File: config.mk
export PLATFORM = sky130hd
export DESIGN_NAME = lru_sector_page_cache_control
export DESIGN_NICKNAME = d
export VERILOG_FILES = /design/src/hw/rtl/lspc_pkg.sv /design/src/hw/rtl/lspc_ctrl.sv /design/src/hw/rtl/lspc_dp.sv /design/src/hw/rtl/lru_sector_page_cache_control.sv
export SDC_FILE = /design/constraint.sdc
export NUM_CORES = 2
export LEC_CHECK = 0
export BUFFER_PORTS_ARGS = -buffer_cell sky130_fd_sc_hd__buf_2
export CAP_MARGIN = 30
export CORE_ASPECT_RATIO = 1.1
export CORE_MARGIN = 2
export CORE_UTILIZATION = 25
export CTS_CLUSTER_SIZE = 10
export DETAILED_ROUTE_END_ITERATION = 10
export SETUP_SLACK_MARGIN = 0.1
export SLEW_MARGIN = 0
export SYNTH_ARGS = -nofsm -noshare
export SYNTH_HDL_FRONTEND = slang
export SYNTH_SLANG_ARGS = --single-unit
File: constraint.sdc
create_clock -name aclk -period 11.5 [get_ports aclk]
set_clock_uncertainty 0.05 [all_clocks]
set_input_delay 0.575 -clock aclk [delete_from_list [all_inputs] [get_ports aclk]]
set_output_delay 0.575 -clock aclk [all_outputs]
set_load 0.05 [all_outputs]
File: src/hw/rtl/lspc_pkg.sv
package lspc_pkg;

    localparam int PAGE_COUNT_DEF          = 32;
    localparam int PAGE_SHIFT_DEF          = 2;
    localparam int MAX_REQUEST_SECTORS_DEF = 64;

    localparam int SECTOR_W    = 32;
    localparam int COUNT_W     = 7;
    localparam int BOFF_W      = 6;
    localparam int SLOT_W      = 5;
    localparam int POFF_W      = 2;
    localparam int MAX_RESULTS = 64;

    typedef enum logic [1:0] {
        ACT_READ  = 2'd0,
        ACT_WRITE = 2'd1,
        ACT_INVAL = 2'd2,
        ACT_BAD   = 2'd3
    } action_t;

    typedef enum logic [2:0] {
        CMD_COPY   = 3'd0,
        CMD_WTHRU  = 3'd1,
        CMD_FILL   = 3'd2,
        CMD_DREAD  = 3'd3,
        CMD_DWRITE = 3'd4,
        CMD_DONE   = 3'd5,
        CMD_REJECT = 3'd6
    } cmd_t;

    typedef enum logic [3:0] {
        ST_IDLE, ST_DECODE, ST_DIRECT, ST_FINISH, ST_TOP, ST_SRCH_RD, ST_SRCH_CHK,
        ST_DECIDE, ST_EVICT_RD, ST_EVICT_CHK, ST_FILL, ST_PR_RD, ST_PR_W1, ST_PR_W2,
        ST_PR_W3
    } state_t;

    typedef enum logic [3:0] {
        OP_IDLE, OP_DECODE, OP_DIRECT, OP_FINISH, OP_TOP, OP_SRCH_RD, OP_SRCH_CHK,
        OP_DECIDE, OP_EVICT_RD, OP_EVICT_CHK, OP_FILL, OP_PR_RD, OP_PR_W1, OP_PR_W2,
        OP_PR_W3
    } op_t;

    typedef struct packed {
        op_t  op;
        logic in_ready;
    } lspc_ctrl_t;

    typedef struct packed {
        logic out_free;
        logic dec_fin;
        logic dec_direct;
        logic num_zero;
        logic need_search;
        logic walk_go;
        logic srch_stop;
        logic dec_fill;
        logic need_promote;
        logic evict_stop;
        logic fill_pr;
    } lspc_status_t;

endpackage

File: src/hw/rtl/lspc_ctrl.sv
module lspc_ctrl (
    input  logic                  aclk,
    input  logic                  aresetn,
    input  logic                  s_tvalid,
    input  lspc_pkg::lspc_status_t st,
    output lspc_pkg::lspc_ctrl_t   ctrl
);
    import lspc_pkg::*;

    state_t state_reg, state_next;

    always_ff @(posedge aclk) begin
        if (!aresetn) begin
            state_reg <= ST_IDLE;
        end else begin
            state_reg <= state_next;
        end
    end

    always_comb begin
        state_next = state_reg;
        unique case (state_reg)
            ST_IDLE:      if (s_tvalid) state_next = ST_DECODE;
            ST_DECODE: begin
                if (st.dec_fin)         state_next = ST_FINISH;
                else if (st.dec_direct) state_next = ST_DIRECT;
                else                    state_next = ST_TOP;
            end
            ST_DIRECT:    if (st.out_free) state_next = ST_FINISH;
            ST_FINISH:    if (st.out_free) state_next = ST_IDLE;
            ST_TOP: begin
                if (st.num_zero)         state_next = ST_FINISH;
                else if (st.need_search) state_next = ST_SRCH_RD;
                else                     state_next = ST_DECIDE;
            end
            ST_SRCH_RD:   state_next = st.walk_go ? ST_SRCH_CHK : ST_DECIDE;
            ST_SRCH_CHK:  state_next = st.srch_stop ? ST_DECIDE : ST_SRCH_RD;
            ST_DECIDE: begin
                if (st.dec_fill)      state_next = ST_EVICT_RD;
                else if (st.out_free) state_next = st.need_promote ? ST_PR_RD : ST_TOP;
            end
            ST_EVICT_RD:  state_next = st.walk_go ? ST_EVICT_CHK : ST_FILL;
            ST_EVICT_CHK: state_next = st.evict_stop ? ST_FILL : ST_EVICT_RD;
            ST_FILL:      if (st.out_free) state_next = st.fill_pr ? ST_PR_RD : ST_TOP;
            ST_PR_RD:     state_next = ST_PR_W1;
            ST_PR_W1:     state_next = ST_PR_W2;
            ST_PR_W2:     state_next = ST_PR_W3;
            ST_PR_W3:     state_next = ST_TOP;
            default:      state_next = ST_IDLE;
        endcase
    end

    always_comb begin
        ctrl.in_ready = 1'b0;
        ctrl.op       = OP_IDLE;
        unique case (state_reg)
            ST_IDLE: begin
                ctrl.op       = OP_IDLE;
                ctrl.in_ready = 1'b1;
            end
            ST_DECODE:    ctrl.op = OP_DECODE;
            ST_DIRECT:    ctrl.op = OP_DIRECT;
            ST_FINISH:    ctrl.op = OP_FINISH;
            ST_TOP:       ctrl.op = OP_TOP;
            ST_SRCH_RD:   ctrl.op = OP_SRCH_RD;
            ST_SRCH_CHK:  ctrl.op = OP_SRCH_CHK;
            ST_DECIDE:    ctrl.op = OP_DECIDE;
            ST_EVICT_RD:  ctrl.op = OP_EVICT_RD;
            ST_EVICT_CHK: ctrl.op = OP_EVICT_CHK;
            ST_FILL:      ctrl.op = OP_FILL;
            ST_PR_RD:     ctrl.op = OP_PR_RD;
            ST_PR_W1:     ctrl.op = OP_PR_W1;
            ST_PR_W2:     ctrl.op = OP_PR_W2;
            ST_PR_W3:     ctrl.op = OP_PR_W3;
            default:      ctrl.op = OP_IDLE;
        endcase
    end

`ifndef SYNTHESIS
    a_ready_idle: assert property (@(posedge aclk) disable iff (!aresetn)
        ctrl.in_ready |-> state_reg == ST_IDLE)
        else $error("input ready outside idle");
    a_accept_decode: assert property (@(posedge aclk) disable iff (!aresetn)
        (state_reg == ST_IDLE && s_tvalid) |=> state_reg == ST_DECODE)
        else $error("accepted beat not decoded");
    a_promote_seq: assert property (@(posedge aclk) disable iff (!aresetn)
        state_reg == ST_PR_W1 |=> state_reg == ST_PR_W2 ##1 state_reg == ST_PR_W3)
        else $error("promote sequence broken");
`endif

endmodule

File: src/hw/rtl/lspc_dp.sv
module lspc_dp #(
    parameter int PAGE_COUNT          = lspc_pkg::PAGE_COUNT_DEF,
    parameter int PAGE_SHIFT          = lspc_pkg::PAGE_SHIFT_DEF,
    parameter int MAX_REQUEST_SECTORS = lspc_pkg::MAX_REQUEST_SECTORS_DEF
) (
    input  logic                  aclk,
    input  logic                  aresetn,
    input  lspc_pkg::lspc_ctrl_t   ctrl,
    output lspc_pkg::lspc_status_t st,
    input  logic                  s_tvalid,
    input  logic [47:0]           s_tdata,
    input  logic [1:0]            s_tuser,
    output logic                  m_tvalid,
    input  logic                  m_tready,
    output logic [55:0]           m_tdata,
    output logic [2:0]            m_tuser,
    output logic                  m_tlast,
    input  logic                  cfg_valid,
    output logic                  cfg_ready,
    input  logic                  cfg_data
);
    import lspc_pkg::*;

    localparam int IW = (PAGE_COUNT > 1) ? $clog2(PAGE_COUNT) : 1;
    localparam int LW = $clog2(PAGE_COUNT + 1);
    localparam int TW = SECTOR_W - PAGE_SHIFT;
    localparam int PS = 1 << PAGE_SHIFT;
    localparam logic [LW-1:0] NONE = LW'(PAGE_COUNT);
    localparam logic [SECTOR_W-1:0] PMASK = SECTOR_W'(PS - 1);
    localparam logic [BOFF_W-1:0] CNT_FULL = BOFF_W'(MAX_RESULTS - 1);

    // request registers
    action_t             action_reg;
    logic [3:0]          drive_reg;
    logic [SECTOR_W-1:0] sec_reg;
    logic [COUNT_W-1:0]  num_reg;
    logic                aligned_reg;
    logic                partial_reg;
    cmd_t                fin_reg;
    logic [BOFF_W-1:0]   boff_reg;
    logic [BOFF_W-1:0]   cnt_reg;

    // cache state
    logic [PAGE_COUNT-1:0] valid_reg;
    logic [PAGE_COUNT-1:0] omod_reg;
    logic [PAGE_COUNT-1:0] nmod_reg;
    logic [LW-1:0]         newest_reg;
    logic [LW-1:0]         oldest_reg;
    logic [3:0]            owner_reg;
    logic                  cache_ready_reg;
    logic                  enable_reg;

    // walk and lookup
    logic [LW-1:0]       ptr_reg;
    logic [LW-1:0]       steps_reg;
    logic [LW-1:0]       best_reg;
    logic [TW-1:0]       best_tag_reg;
    logic [LW-1:0]       p_reg;
    logic [TW-1:0]       p_tag_reg;
    logic [SECTOR_W:0]   sbase_reg;
    logic                sbase_none_reg;

    // memories
    logic [TW-1:0] tag_mem [PAGE_COUNT];
    logic [LW-1:0] old_mem [PAGE_COUNT];
    logic [LW-1:0] new_mem [PAGE_COUNT];
    logic [TW-1:0] tag_q;
    logic [LW-1:0] old_q, new_q;
    logic          omod_q, nmod_q;
    logic [IW-1:0] raddr_q;

    logic [IW-1:0] rd_addr;
    logic          tag_we, old_we, new_we;
    logic [IW-1:0] tag_wa, old_wa, new_wa;
    logic [LW-1:0] old_wd, new_wd;

    // output register
    logic                m_tvalid_reg;
    cmd_t                o_cmd_reg;
    logic [SLOT_W-1:0]   o_slot_reg;
    logic [POFF_W-1:0]   o_poff_reg;
    logic [SECTOR_W-1:0] o_sec_reg;
    logic [COUNT_W-1:0]  o_cnt_reg;
    logic [BOFF_W-1:0]   o_boff_reg;
    logic                o_last_reg;

    logic                out_load;
    cmd_t                n_cmd;
    logic [SLOT_W-1:0]   n_slot;
    logic [POFF_W-1:0]   n_poff;
    logic [SECTOR_W-1:0] n_sec;
    logic [COUNT_W-1:0]  n_cnt;
    logic [BOFF_W-1:0]   n_boff;
    logic                n_last;

    // combinational helpers
    logic                out_free, wr, room;
    logic [SECTOR_W-1:0] poff32, pbase;
    logic [TW-1:0]       tag;
    logic [COUNT_W-1:0]  pg_rem, cur_pg, cur_lim, cur_sel;
    logic [SECTOR_W-1:0] p_base_sec, lim;
    logic                hit, over, need_clear, is_fill;
    logic                ptr_vld, nw_vld;
    logic [LW-1:0]       old_eff, new_eff;

    assign out_free = !m_tvalid_reg || m_tready;
    assign wr       = (action_reg == ACT_WRITE);
    assign room     = (cnt_reg != CNT_FULL);
    assign poff32   = sec_reg & PMASK;
    assign pbase    = sec_reg & ~PMASK;
    assign tag      = TW'(sec_reg >> PAGE_SHIFT);
    assign pg_rem   = COUNT_W'(PS) - COUNT_W'(poff32);
    assign cur_pg   = (num_reg < pg_rem) ? num_reg : pg_rem;
    assign hit      = (p_reg != NONE) && (p_tag_reg == tag);
    assign is_fill  = !hit && !wr && (partial_reg || !aligned_reg);
    assign p_base_sec = SECTOR_W'(p_tag_reg) << PAGE_SHIFT;
    assign lim      = p_base_sec - sec_reg;
    assign cur_lim  = ((p_reg != NONE) && (p_base_sec >= sec_reg)
                       && (lim < SECTOR_W'(num_reg))) ? COUNT_W'(lim) : num_reg;
    assign cur_sel  = hit ? cur_pg : cur_lim;
    assign over     = (num_reg > COUNT_W'(MAX_REQUEST_SECTORS))
                   || (({1'b0, sec_reg} + (SECTOR_W+1)'(num_reg))
                       > {1'b1, {SECTOR_W{1'b0}}});
    assign need_clear = !cache_ready_reg || (drive_reg != owner_reg);
    assign ptr_vld  = (ptr_reg < NONE) && valid_reg[ptr_reg[IW-1:0]];
    assign old_eff  = omod_q ? old_q : LW'(raddr_q) + LW'(1);
    assign new_eff  = nmod_q ? new_q : ((raddr_q == '0) ? NONE : LW'(raddr_q) - LW'(1));
    assign nw_vld   = (new_eff < NONE) && valid_reg[new_eff[IW-1:0]];

    always_comb begin
        st.out_free     = out_free;
        st.dec_fin      = (action_reg == ACT_BAD) || (action_reg == ACT_INVAL)
                       || (num_reg == '0) || over;
        st.dec_direct   = !enable_reg;
        st.num_zero     = (num_reg == '0);
        st.need_search  = !sbase_none_reg && ({1'b0, pbase} >= sbase_reg);
        st.walk_go      = (steps_reg < NONE) && (ptr_reg < NONE);
        st.srch_stop    = !ptr_vld || (tag_q == tag);
        st.dec_fill     = is_fill;
        st.need_promote = hit && !((poff32 == '0) && (cur_pg == COUNT_W'(PS)))
                       && (p_reg != newest_reg);
        st.evict_stop   = ptr_vld || (new_eff == NONE) || nw_vld;
        st.fill_pr      = (ptr_reg != newest_reg);
    end

    // memory ports
    always_comb begin
        rd_addr = ptr_reg[IW-1:0];
        tag_we  = 1'b0;
        tag_wa  = ptr_reg[IW-1:0];
        old_we  = 1'b0;
        old_wa  = '0;
        old_wd  = '0;
        new_we  = 1'b0;
        new_wa  = '0;
        new_wd  = '0;
        unique case (ctrl.op)
            OP_PR_RD: rd_addr = p_reg[IW-1:0];
            OP_FILL:  tag_we  = out_free;
            OP_PR_W1: begin
                old_we = (new_eff != NONE);
                old_wa = new_eff[IW-1:0];
                old_wd = old_eff;
                new_we = (old_eff != NONE);
                new_wa = old_eff[IW-1:0];
                new_wd = new_eff;
            end
            OP_PR_W2: begin
                old_we = 1'b1;
                old_wa = p_reg[IW-1:0];
                old_wd = newest_reg;
                new_we = 1'b1;
                new_wa = newest_reg[IW-1:0];
                new_wd = p_reg;
            end
            OP_PR_W3: begin
                new_we = 1'b1;
                new_wa = p_reg[IW-1:0];
                new_wd = NONE;
            end
            default: ;
        endcase
    end

    always_ff @(posedge aclk) begin
        if (tag_we) tag_mem[tag_wa] <= tag;
        if (old_we) old_mem[old_wa] <= old_wd;
        if (new_we) new_mem[new_wa] <= new_wd;
        tag_q   <= tag_mem[rd_addr];
        old_q   <= old_mem[rd_addr];
        new_q   <= new_mem[rd_addr];
        omod_q  <= omod_reg[rd_addr];
        nmod_q  <= nmod_reg[rd_addr];
        raddr_q <= rd_addr;
    end

    // result builder
    always_comb begin
        out_load = 1'b0;
        n_cmd    = CMD_DONE;
        n_slot   = '0;
        n_poff   = '0;
        n_sec    = '0;
        n_cnt    = '0;
        n_boff   = '0;
        n_last   = 1'b0;
        unique case (ctrl.op)
            OP_DIRECT: begin
                out_load = out_free && room;
                n_cmd    = wr ? CMD_DWRITE : CMD_DREAD;
                n_sec    = sec_reg;
                n_cnt    = num_reg;
            end
            OP_FINISH: begin
                out_load = out_free;
                n_cmd    = fin_reg;
                n_last   = 1'b1;
            end
            OP_DECIDE: begin
                out_load = !is_fill && out_free && room;
                n_sec    = sec_reg;
                n_cnt    = cur_sel;
                n_boff   = boff_reg;
                if (hit) begin
                    n_cmd  = wr ? CMD_WTHRU : CMD_COPY;
                    n_slot = SLOT_W'(p_reg);
                    n_poff = POFF_W'(poff32);
                end else begin
                    n_cmd  = wr ? CMD_DWRITE : CMD_DREAD;
                end
            end
            OP_FILL: begin
                out_load = out_free && room;
                n_cmd    = CMD_FILL;
                n_slot   = SLOT_W'(ptr_reg);
                n_sec    = pbase;
                n_cnt    = COUNT_W'(PS);
            end
            default: ;
        endcase
    end

    always_ff @(posedge aclk) begin
        if (out_load) begin
            o_cmd_reg  <= n_cmd;
            o_slot_reg <= n_slot;
            o_poff_reg <= n_poff;
            o_sec_reg  <= n_sec;
            o_cnt_reg  <= n_cnt;
            o_boff_reg <= n_boff;
            o_last_reg <= n_last;
        end
    end

    // request and walk registers
    always_ff @(posedge aclk) begin
        unique case (ctrl.op)
            OP_IDLE: begin
                if (s_tvalid) begin
                    action_reg  <= action_t'(s_tuser);
                    drive_reg   <= s_tdata[3:0];
                    sec_reg     <= s_tdata[35:4];
                    num_reg     <= s_tdata[42:36];
                    aligned_reg <= s_tdata[43];
                end
            end
            OP_DECODE: begin
                cnt_reg        <= '0;
                boff_reg       <= '0;
                sbase_reg      <= '0;
                sbase_none_reg <= 1'b0;
                p_reg          <= NONE;
                partial_reg    <= (num_reg < COUNT_W'(PS));
                fin_reg        <= ((action_reg == ACT_BAD)
                                   || ((action_reg != ACT_INVAL) && (num_reg != '0) && over))
                                  ? CMD_REJECT : CMD_DONE;
            end
            OP_DIRECT: if (out_load) cnt_reg <= cnt_reg + BOFF_W'(1);
            OP_TOP: begin
                ptr_reg      <= newest_reg;
                steps_reg    <= '0;
                best_reg     <= NONE;
                best_tag_reg <= '0;
            end
            OP_SRCH_RD: begin
                if (!st.walk_go) begin
                    p_reg          <= best_reg;
                    p_tag_reg      <= best_tag_reg;
                    sbase_reg      <= (SECTOR_W+1)'(best_tag_reg) * (SECTOR_W+1)'(PS)
                                      + (SECTOR_W+1)'(1);
                    sbase_none_reg <= (best_reg == NONE);
                end
            end
            OP_SRCH_CHK: begin
                if (!ptr_vld) begin
                    p_reg          <= best_reg;
                    p_tag_reg      <= best_tag_reg;
                    sbase_reg      <= (SECTOR_W+1)'(best_tag_reg) * (SECTOR_W+1)'(PS)
                                      + (SECTOR_W+1)'(1);
                    sbase_none_reg <= (best_reg == NONE);
                end else if (tag_q == tag) begin
                    p_reg          <= ptr_reg;
                    p_tag_reg      <= tag;
                    sbase_reg      <= {1'b0, pbase} + (SECTOR_W+1)'(1);
                    sbase_none_reg <= 1'b0;
                end else begin
                    if (tag_q > tag && (best_reg == NONE || tag_q < best_tag_reg)) begin
                        best_reg     <= ptr_reg;
                        best_tag_reg <= tag_q;
                    end
                    ptr_reg   <= old_eff;
                    steps_reg <= steps_reg + LW'(1);
                end
            end
            OP_DECIDE: begin
                if (is_fill) begin
                    ptr_reg   <= oldest_reg;
                    steps_reg <= '0;
                end else if (out_free) begin
                    sec_reg  <= sec_reg + SECTOR_W'(cur_sel);
                    num_reg  <= num_reg - cur_sel;
                    boff_reg <= boff_reg + BOFF_W'(cur_sel);
                    if (out_load) cnt_reg <= cnt_reg + BOFF_W'(1);
                end
            end
            OP_EVICT_CHK: begin
                if (!st.evict_stop) begin
                    ptr_reg   <= new_eff;
                    steps_reg <= steps_reg + LW'(1);
                end
            end
            OP_FILL: begin
                if (out_free) begin
                    p_reg          <= ptr_reg;
                    p_tag_reg      <= tag;
                    sbase_reg      <= {1'b0, pbase} + (SECTOR_W+1)'(1);
                    sbase_none_reg <= 1'b0;
                    if (out_load) cnt_reg <= cnt_reg + BOFF_W'(1);
                end
            end
            default: ;
        endcase
    end

    // control state with reset
    always_ff @(posedge aclk) begin
        if (!aresetn) begin
            m_tvalid_reg    <= 1'b0;
            valid_reg       <= '0;
            omod_reg        <= '0;
            nmod_reg        <= '0;
            newest_reg      <= '0;
            oldest_reg      <= LW'(PAGE_COUNT - 1);
            owner_reg       <= '0;
            cache_ready_reg <= 1'b0;
            enable_reg      <= 1'b1;
        end else begin
            if (out_load)      m_tvalid_reg <= 1'b1;
            else if (m_tready) m_tvalid_reg <= 1'b0;

            if (cfg_valid) begin
                enable_reg      <= cfg_data;
                cache_ready_reg <= 1'b0;
            end

            if (old_we) omod_reg[old_wa] <= 1'b1;
            if (new_we) nmod_reg[new_wa] <= 1'b1;

            unique case (ctrl.op)
                OP_DECODE: begin
                    // invalidate, or a cached request that finds the cache stale
                    if ((action_reg == ACT_INVAL)
                        || ((action_reg != ACT_BAD) && (num_reg != '0) && !over
                            && enable_reg && need_clear)) begin
                        valid_reg       <= '0;
                        omod_reg        <= '0;
                        nmod_reg        <= '0;
                        newest_reg      <= '0;
                        oldest_reg      <= LW'(PAGE_COUNT - 1);
                        cache_ready_reg <= 1'b1;
                        if (action_reg != ACT_INVAL) owner_reg <= drive_reg;
                    end
                end
                OP_FILL:  if (out_free) valid_reg[ptr_reg[IW-1:0]] <= 1'b1;
                OP_PR_W1: if (old_eff == NONE) oldest_reg <= new_eff;
                OP_PR_W3: newest_reg <= p_reg;
                default: ;
            endcase
        end
    end

    assign cfg_ready = 1'b1;
    assign m_tvalid  = m_tvalid_reg;
    assign m_tuser   = o_cmd_reg;
    assign m_tlast   = o_last_reg;
    assign m_tdata   = {4'b0, o_boff_reg, o_cnt_reg, o_sec_reg, o_poff_reg, o_slot_reg};

`ifndef SYNTHESIS
    a_newest_range: assert property (@(posedge aclk) disable iff (!aresetn)
        (newest_reg < NONE) && (oldest_reg < NONE))
        else $error("recency end pointer out of range");
    a_inval_clears: assert property (@(posedge aclk) disable iff (!aresetn)
        (ctrl.op == OP_DECODE && action_reg == ACT_INVAL) |=> valid_reg == '0)
        else $error("invalidate left valid pages");
    a_last_is_final: assert property (@(posedge aclk) disable iff (!aresetn)
        (m_tvalid && m_tlast) |-> (m_tuser == CMD_DONE || m_tuser == CMD_REJECT))
        else $error("last beat is not done or rejected");
    a_fill_valid: assert property (@(posedge aclk) disable iff (!aresetn)
        (ctrl.op == OP_FILL && out_free) |=> valid_reg[$past(ptr_reg[IW-1:0])])
        else $error("filled slot not marked valid");
`endif

endmodule

File: src/hw/rtl/lru_sector_page_cache_control.sv
// Tag and LRU engine of a write-through sector cache, one request at a time.
// A request beat is taken in idle and decoded; a done or rejected beat is loaded in the finish
// state, and the next request is taken only once that beat is in the output register. A cached
// request issues each command from the decide or fill state, after a recency walk of up to
// PAGE_COUNT entries on each page lookup or eviction, and a promotion after some hits and fills.
// Reset (aresetn low, synchronous): all pages empty, recency order restored at once,
// cache enabled, first cached request clears the cache.
module lru_sector_page_cache_control #(
    parameter int PAGE_COUNT          = lspc_pkg::PAGE_COUNT_DEF,
    parameter int PAGE_SHIFT          = lspc_pkg::PAGE_SHIFT_DEF,
    parameter int MAX_REQUEST_SECTORS = lspc_pkg::MAX_REQUEST_SECTORS_DEF
) (
    input  logic        aclk,
    input  logic        aresetn,
    // request beats
    input  logic        s_tvalid,
    output logic        s_tready,
    input  logic [47:0] s_tdata,  // drive[3:0], start_sector[35:4], request_sectors[42:36],
                                  // buffer_aligned[43]
    input  logic [1:0]  s_tuser,  // action[1:0]
    // command beats
    output logic        m_tvalid,
    input  logic        m_tready,
    output logic [55:0] m_tdata,  // slot[4:0], page_offset[6:5], device_sector[38:7],
                                  // sector_count[45:39], buffer_offset[51:46]
    output logic [2:0]  m_tuser,  // command[2:0]
    output logic        m_tlast,  // last
    // cache_enable register
    input  logic        cfg_valid,
    output logic        cfg_ready,
    input  logic        cfg_data
);
    import lspc_pkg::*;

    lspc_ctrl_t   ctrl;
    lspc_status_t st;

    // sequence the request: decode, lookup walk, evict walk, fill, promote
    lspc_ctrl u_ctrl (
        .aclk     (aclk),
        .aresetn  (aresetn),
        .s_tvalid (s_tvalid),
        .st       (st),
        .ctrl     (ctrl)
    );

    assign s_tready = ctrl.in_ready;

    // hold tags, links and the command output register
    lspc_dp #(
        .PAGE_COUNT          (PAGE_COUNT),
        .PAGE_SHIFT          (PAGE_SHIFT),
        .MAX_REQUEST_SECTORS (MAX_REQUEST_SECTORS)
    ) u_dp (
        .aclk      (aclk),
        .aresetn   (aresetn),
        .ctrl      (ctrl),
        .st        (st),
        .s_tvalid  (s_tvalid),
        .s_tdata   (s_tdata),
        .s_tuser   (s_tuser),
        .m_tvalid  (m_tvalid),
        .m_tready  (m_tready),
        .m_tdata   (m_tdata),
        .m_tuser   (m_tuser),
        .m_tlast   (m_tlast),
        .cfg_valid (cfg_valid),
        .cfg_ready (cfg_ready),
        .cfg_data  (cfg_data)
    );

endmodule

==> results.json <==
{
  "cts_tree": "done",
  "grt_pass1_vias": 51500,
  "avgSynthCellArea_um2": 11.6,
  "async_reset_ff_share_pct": 0,
  "synth_edf_count": 1577,
  "hold_violations": 0,
  "fin_nets": 6887,
  "grt_max_degree": 164,
  "ant_nets": 0,
  "vias": 53600,
  "rr_worst_depth": 32,
  "tightest_slew_ns": 1.04,
  "clock_sinks": 1745,
  "p_clk_share_pct": 41.9,
  "die_area_um2": 311000,
  "start_util_pct": 25.1,
  "hp-start": "s_tdata[42]",
  "place_congestion": 0.905,
  "min_path_cells": 3,
  "synthMuxAreaShare_pct": 0.593,
  "combPwrFrac_pct": 6.5,
  "io_buffers": 109,
  "finalCritPeriodShare_pct": 76.0,
  "core.rowCount": 213,
  "ff2ff_setup_slack_ns": 2.77,
  "dp_hpwl_um": 126000,
  "min_period_ns": 8.73,
  "arrival_ns": 9.24,
  "core_um2": 306000,
  "cap_violations": 0,
  "drc": 0,
  "dp_slack_ns": 2.92,
  "fin_tns_setup_ns": 0,
  "postCtsSetupRepairBufs": 0,
  "cts_resized": 0,
  "die_w_um": 532,
  "ir_drop_v": 0.000183,
  "overflow": 0,
  "leakagePower_nw": 30.4,
  "status": "finished clean",
  "critical_path_required_ns": 12.00,
  "p_seq_share_pct": 51.6,
  "clk_pin_slew_ns": 0.06,
  "grt_pass1_wl_um": 327000,
  "vias_per_cell": 4.93,
  "p_per_area_nw_per_um2": 155,
  "largestRegisters": "u_dp.tag_mem: 960 flops, u_dp.new_mem: 192 flops, u_dp.old_mem: 192 flops",
  "layout_commonest_cell": "nand2_1",
  "max_freq_mhz": 114,
  "cts_buffers": 196,
  "drive_gt1_share_pct": 8.43,
  "yosysWarnings": 0,
  "clockBufferDepth": 3,
  "first_iter_violations": 6035,
  "worst_slack_ns": 2.77,
  "synth_seq_area_share_pct": 66.2,
  "yosys.area_share.simple_pct": 17.6,
  "h-tree-depth": 4,
  "synthXorXnorAreaFrac_pct": 1.01,
  "largest-register": "u_dp.tag_mem",
  "p_int_w": 0.0105,
  "crit_path_max_fanout": 39,
  "track_usage_pct": 13.6,
  "drt-total-wl_um": 221000,
  "synthCells": 6626,
  "synth_area_um2": 76700,
  "rsz0062_at_grt": "false",
  "start_kind": "register",
  "synthToLayoutAreaGrowth_pct": 15.0,
  "clockRootBuffer": "clkbuf_16",
  "synth_cell_types": 100,
  "slew_headroom_pct": 30.8,
  "clk-insertion-delay-late_ns": 0.84,
  "dr.pass1.iters": 6,
  "synth_adder_area_share_pct": 2.73,
  "ys.flop_type": "edfxtp_1",
  "largest_register_ffs": 960,
  "slowest_delay_ns": 0.53,
  "ys_ff_latch": 1745,
  "ioPinCount": 119,
  "r2r-start": "u_dp.sec_reg[2]",
  "p_switching_w": 0.00319,
  "synth_top_family_by_area": "simple AND/OR/NAND/NOR gates",
  "final_cell_mix": "nand2_1 (1,662), edfxtp_1 (1,577), nand3_1 (751)",
  "slew_violations": 0,
  "switching_share_pct": 23.4,
  "path_class": "reg -> reg",
  "slowest_stage": "or4_1",
  "routedWlPerCell_um": 20.3,
  "setup_violations": 0,
  "worstHoldPathType": "in -> reg",
  "antenna_found_initial": 3,
  "timing.rr.end": "u_dp.sec_reg[26]",
  "hold_end": "u_dp.num_reg[6]",
  "synth_compound_area_share_pct": 8.96,
  "die_y_um": 585,
  "crit_path_end_kind": "register"
}
power by group through the flow:
| stage | Clock (W) | Combinational [W] | Sequential (W) |
|---|---|---|---|
| final | 0.00571 | 0.000891 | 0.00705 |
| after global routing | 0.00606 | 0.000967 | 0.00705 |
| after CTS | 0.00580 | 0.000878 | 0.00705 |
| after detailed placement | 0 | 0.000868 | 0.00718 |
| after global placement | 0 | 0.000852 | 0.00718 |
| after floorplan | 0 | 0.000494 | 0.00725 |
synth_stat cells, types with 7 or more instances:
master / number / area (um^2)
or3_1: 16 / 100
and3_1: 146 / 913
nor4_1: 15 / 93.8
nand2_1: 1664 / 6250
a22o_1: 17 / 149
nand3_1: 751 / 3760
a311oi_1: 226 / 1980
nor2_1: 258 / 968
ha_1: 161 / 2010
buf_2: 23 / 115
edfxtp_1: 1577 / 47400
a2111oi_0: 7 / 61.3
o211ai_1: 15 / 113
o21a_1: 122 / 916
buf_1: 23 / 86.3
a31oi_1: 58 / 363
xnor2_1: 62 / 543
o21ai_0: 181 / 906
mux2i_1: 18 / 180
and2_1: 10 / 62.6
nand4_1: 45 / 282
a21oi_1: 103 / 515
nand2b_1: 32 / 200
nor2b_1: 34 / 213
o21bai_1: 9 / 67.6
o31ai_1: 9 / 67.6
inv_1: 143 / 537
a221oi_1: 7 / 61.3
a211o_1: 8 / 70.1
mux2_2: 7 / 78.8
a211oi_1: 15 / 113
a21o_1: 95 / 713
nand3b_1: 8 / 60.1
xor2_1: 26 / 228
nor3_1: 43 / 215
or4_1: 9 / 67.6
a22oi_1: 8 / 60.1
dfxtp_1: 168 / 3360
mux4_2: 8 / 180
clkbuf_1: 360 / 1350
kinds of logic (layout without fill, tap and decap cells):
| logic type | count (synthesis) | after routing |
|---|---|---|
| simple gates | 3065 | 3065 |
| buf+inv | 569 | 737 |
| xor+xnor | 88 | 88 |
| compound gates | 958 | 958 |
| flops | 1745 | 1745 |
| other cells | 2 | 6 |
| mux | 34 | 34 |
| fa+ha+maj | 165 | 165 |
per-stage QoR:
| step | power, W | area, um^2 | utilization [%] | hold WS (ns) | cells |
|---|---|---|---|---|---|
| after floorplan | 0.00775 | 76700 | - | 0.385 | 6629 |
| after global placement | 0.00803 | 82100 | 26.9 | 0.396 | 10500 |
| after detailed placement | 0.00805 | 82100 | 26.9 | 0.403 | 10500 |
| after CTS | 0.0137 | 88100 | 28.8 | 0.0179 | 10900 |
| after global routing | 0.0141 | 88100 | 28.8 | 0.0358 | 10900 |
| final | 0.0137 | 88100 | 28.8 | 0.0626 | 10900 |
cell type report:
cell class / count / area [um^2]
Tap cell: 4085 / 5110
Fill cell: 31000 / 218000
Multi-Input combinational cell: 4315 / 24100
Clock buffer: 306 / 5360
Inverter: 150 / 581
Sequential cell: 1745 / 50700
Antenna cell: 1 / 2.50
Timing Repair Buffer: 258 / 1870
Clock inverter: 23 / 413
how the worst max path moves through the flow:
stage,start,endpoint,slack (ns),cells past startpoint
floorplan,u_dp.sec_reg[3],u_dp.sec_reg[26],4.30,30
global placement,u_dp.sec_reg[2],u_dp.sec_reg[26],2.88,32
detailed placement,u_dp.sec_reg[2],u_dp.sec_reg[22],2.92,32
CTS,u_dp.sec_reg[2],u_dp.sec_reg[22],2.85,32
global route,u_dp.sec_reg[2],u_dp.sec_reg[22],2.16,32
finish,u_dp.sec_reg[2],u_dp.sec_reg[26],2.77,32
metal layers:
| metal | up-vias | wire, um | global-route usage [%] |
|---|---|---|---|
| met3 | 352 | 15600 | 1.95 |
| met4 | 0 | 6320 | 4.41 |
| met5 | - | 0 | 0 |
| met2 | 2225 | 106000 | 22.7 |
| li1 | 24300 | - | - |
| met1 | 26700 | 92500 | 18.2 |
critical path: cells and delay by family, from the launching register on:
family / cells / cell delay (ns)
AO/OA/AOI/OAI: 12 / 2.77
AND/OR/NAND/NOR: 9 / 2.39
adder cells (fa/ha/maj): 4 / 1.42
buffers and inverters: 5 / 0.90
XOR/XNOR: 2 / 0.58
flip-flops: 1 / 0.32
repair_timing:
item,4_1_cts,5_1_grt
endpoints found under the hold margin,15,0
hold buffers,16,0
endpoints found under the setup margin,0,0
Note: power is estimated with default switching activity, not from simulation.
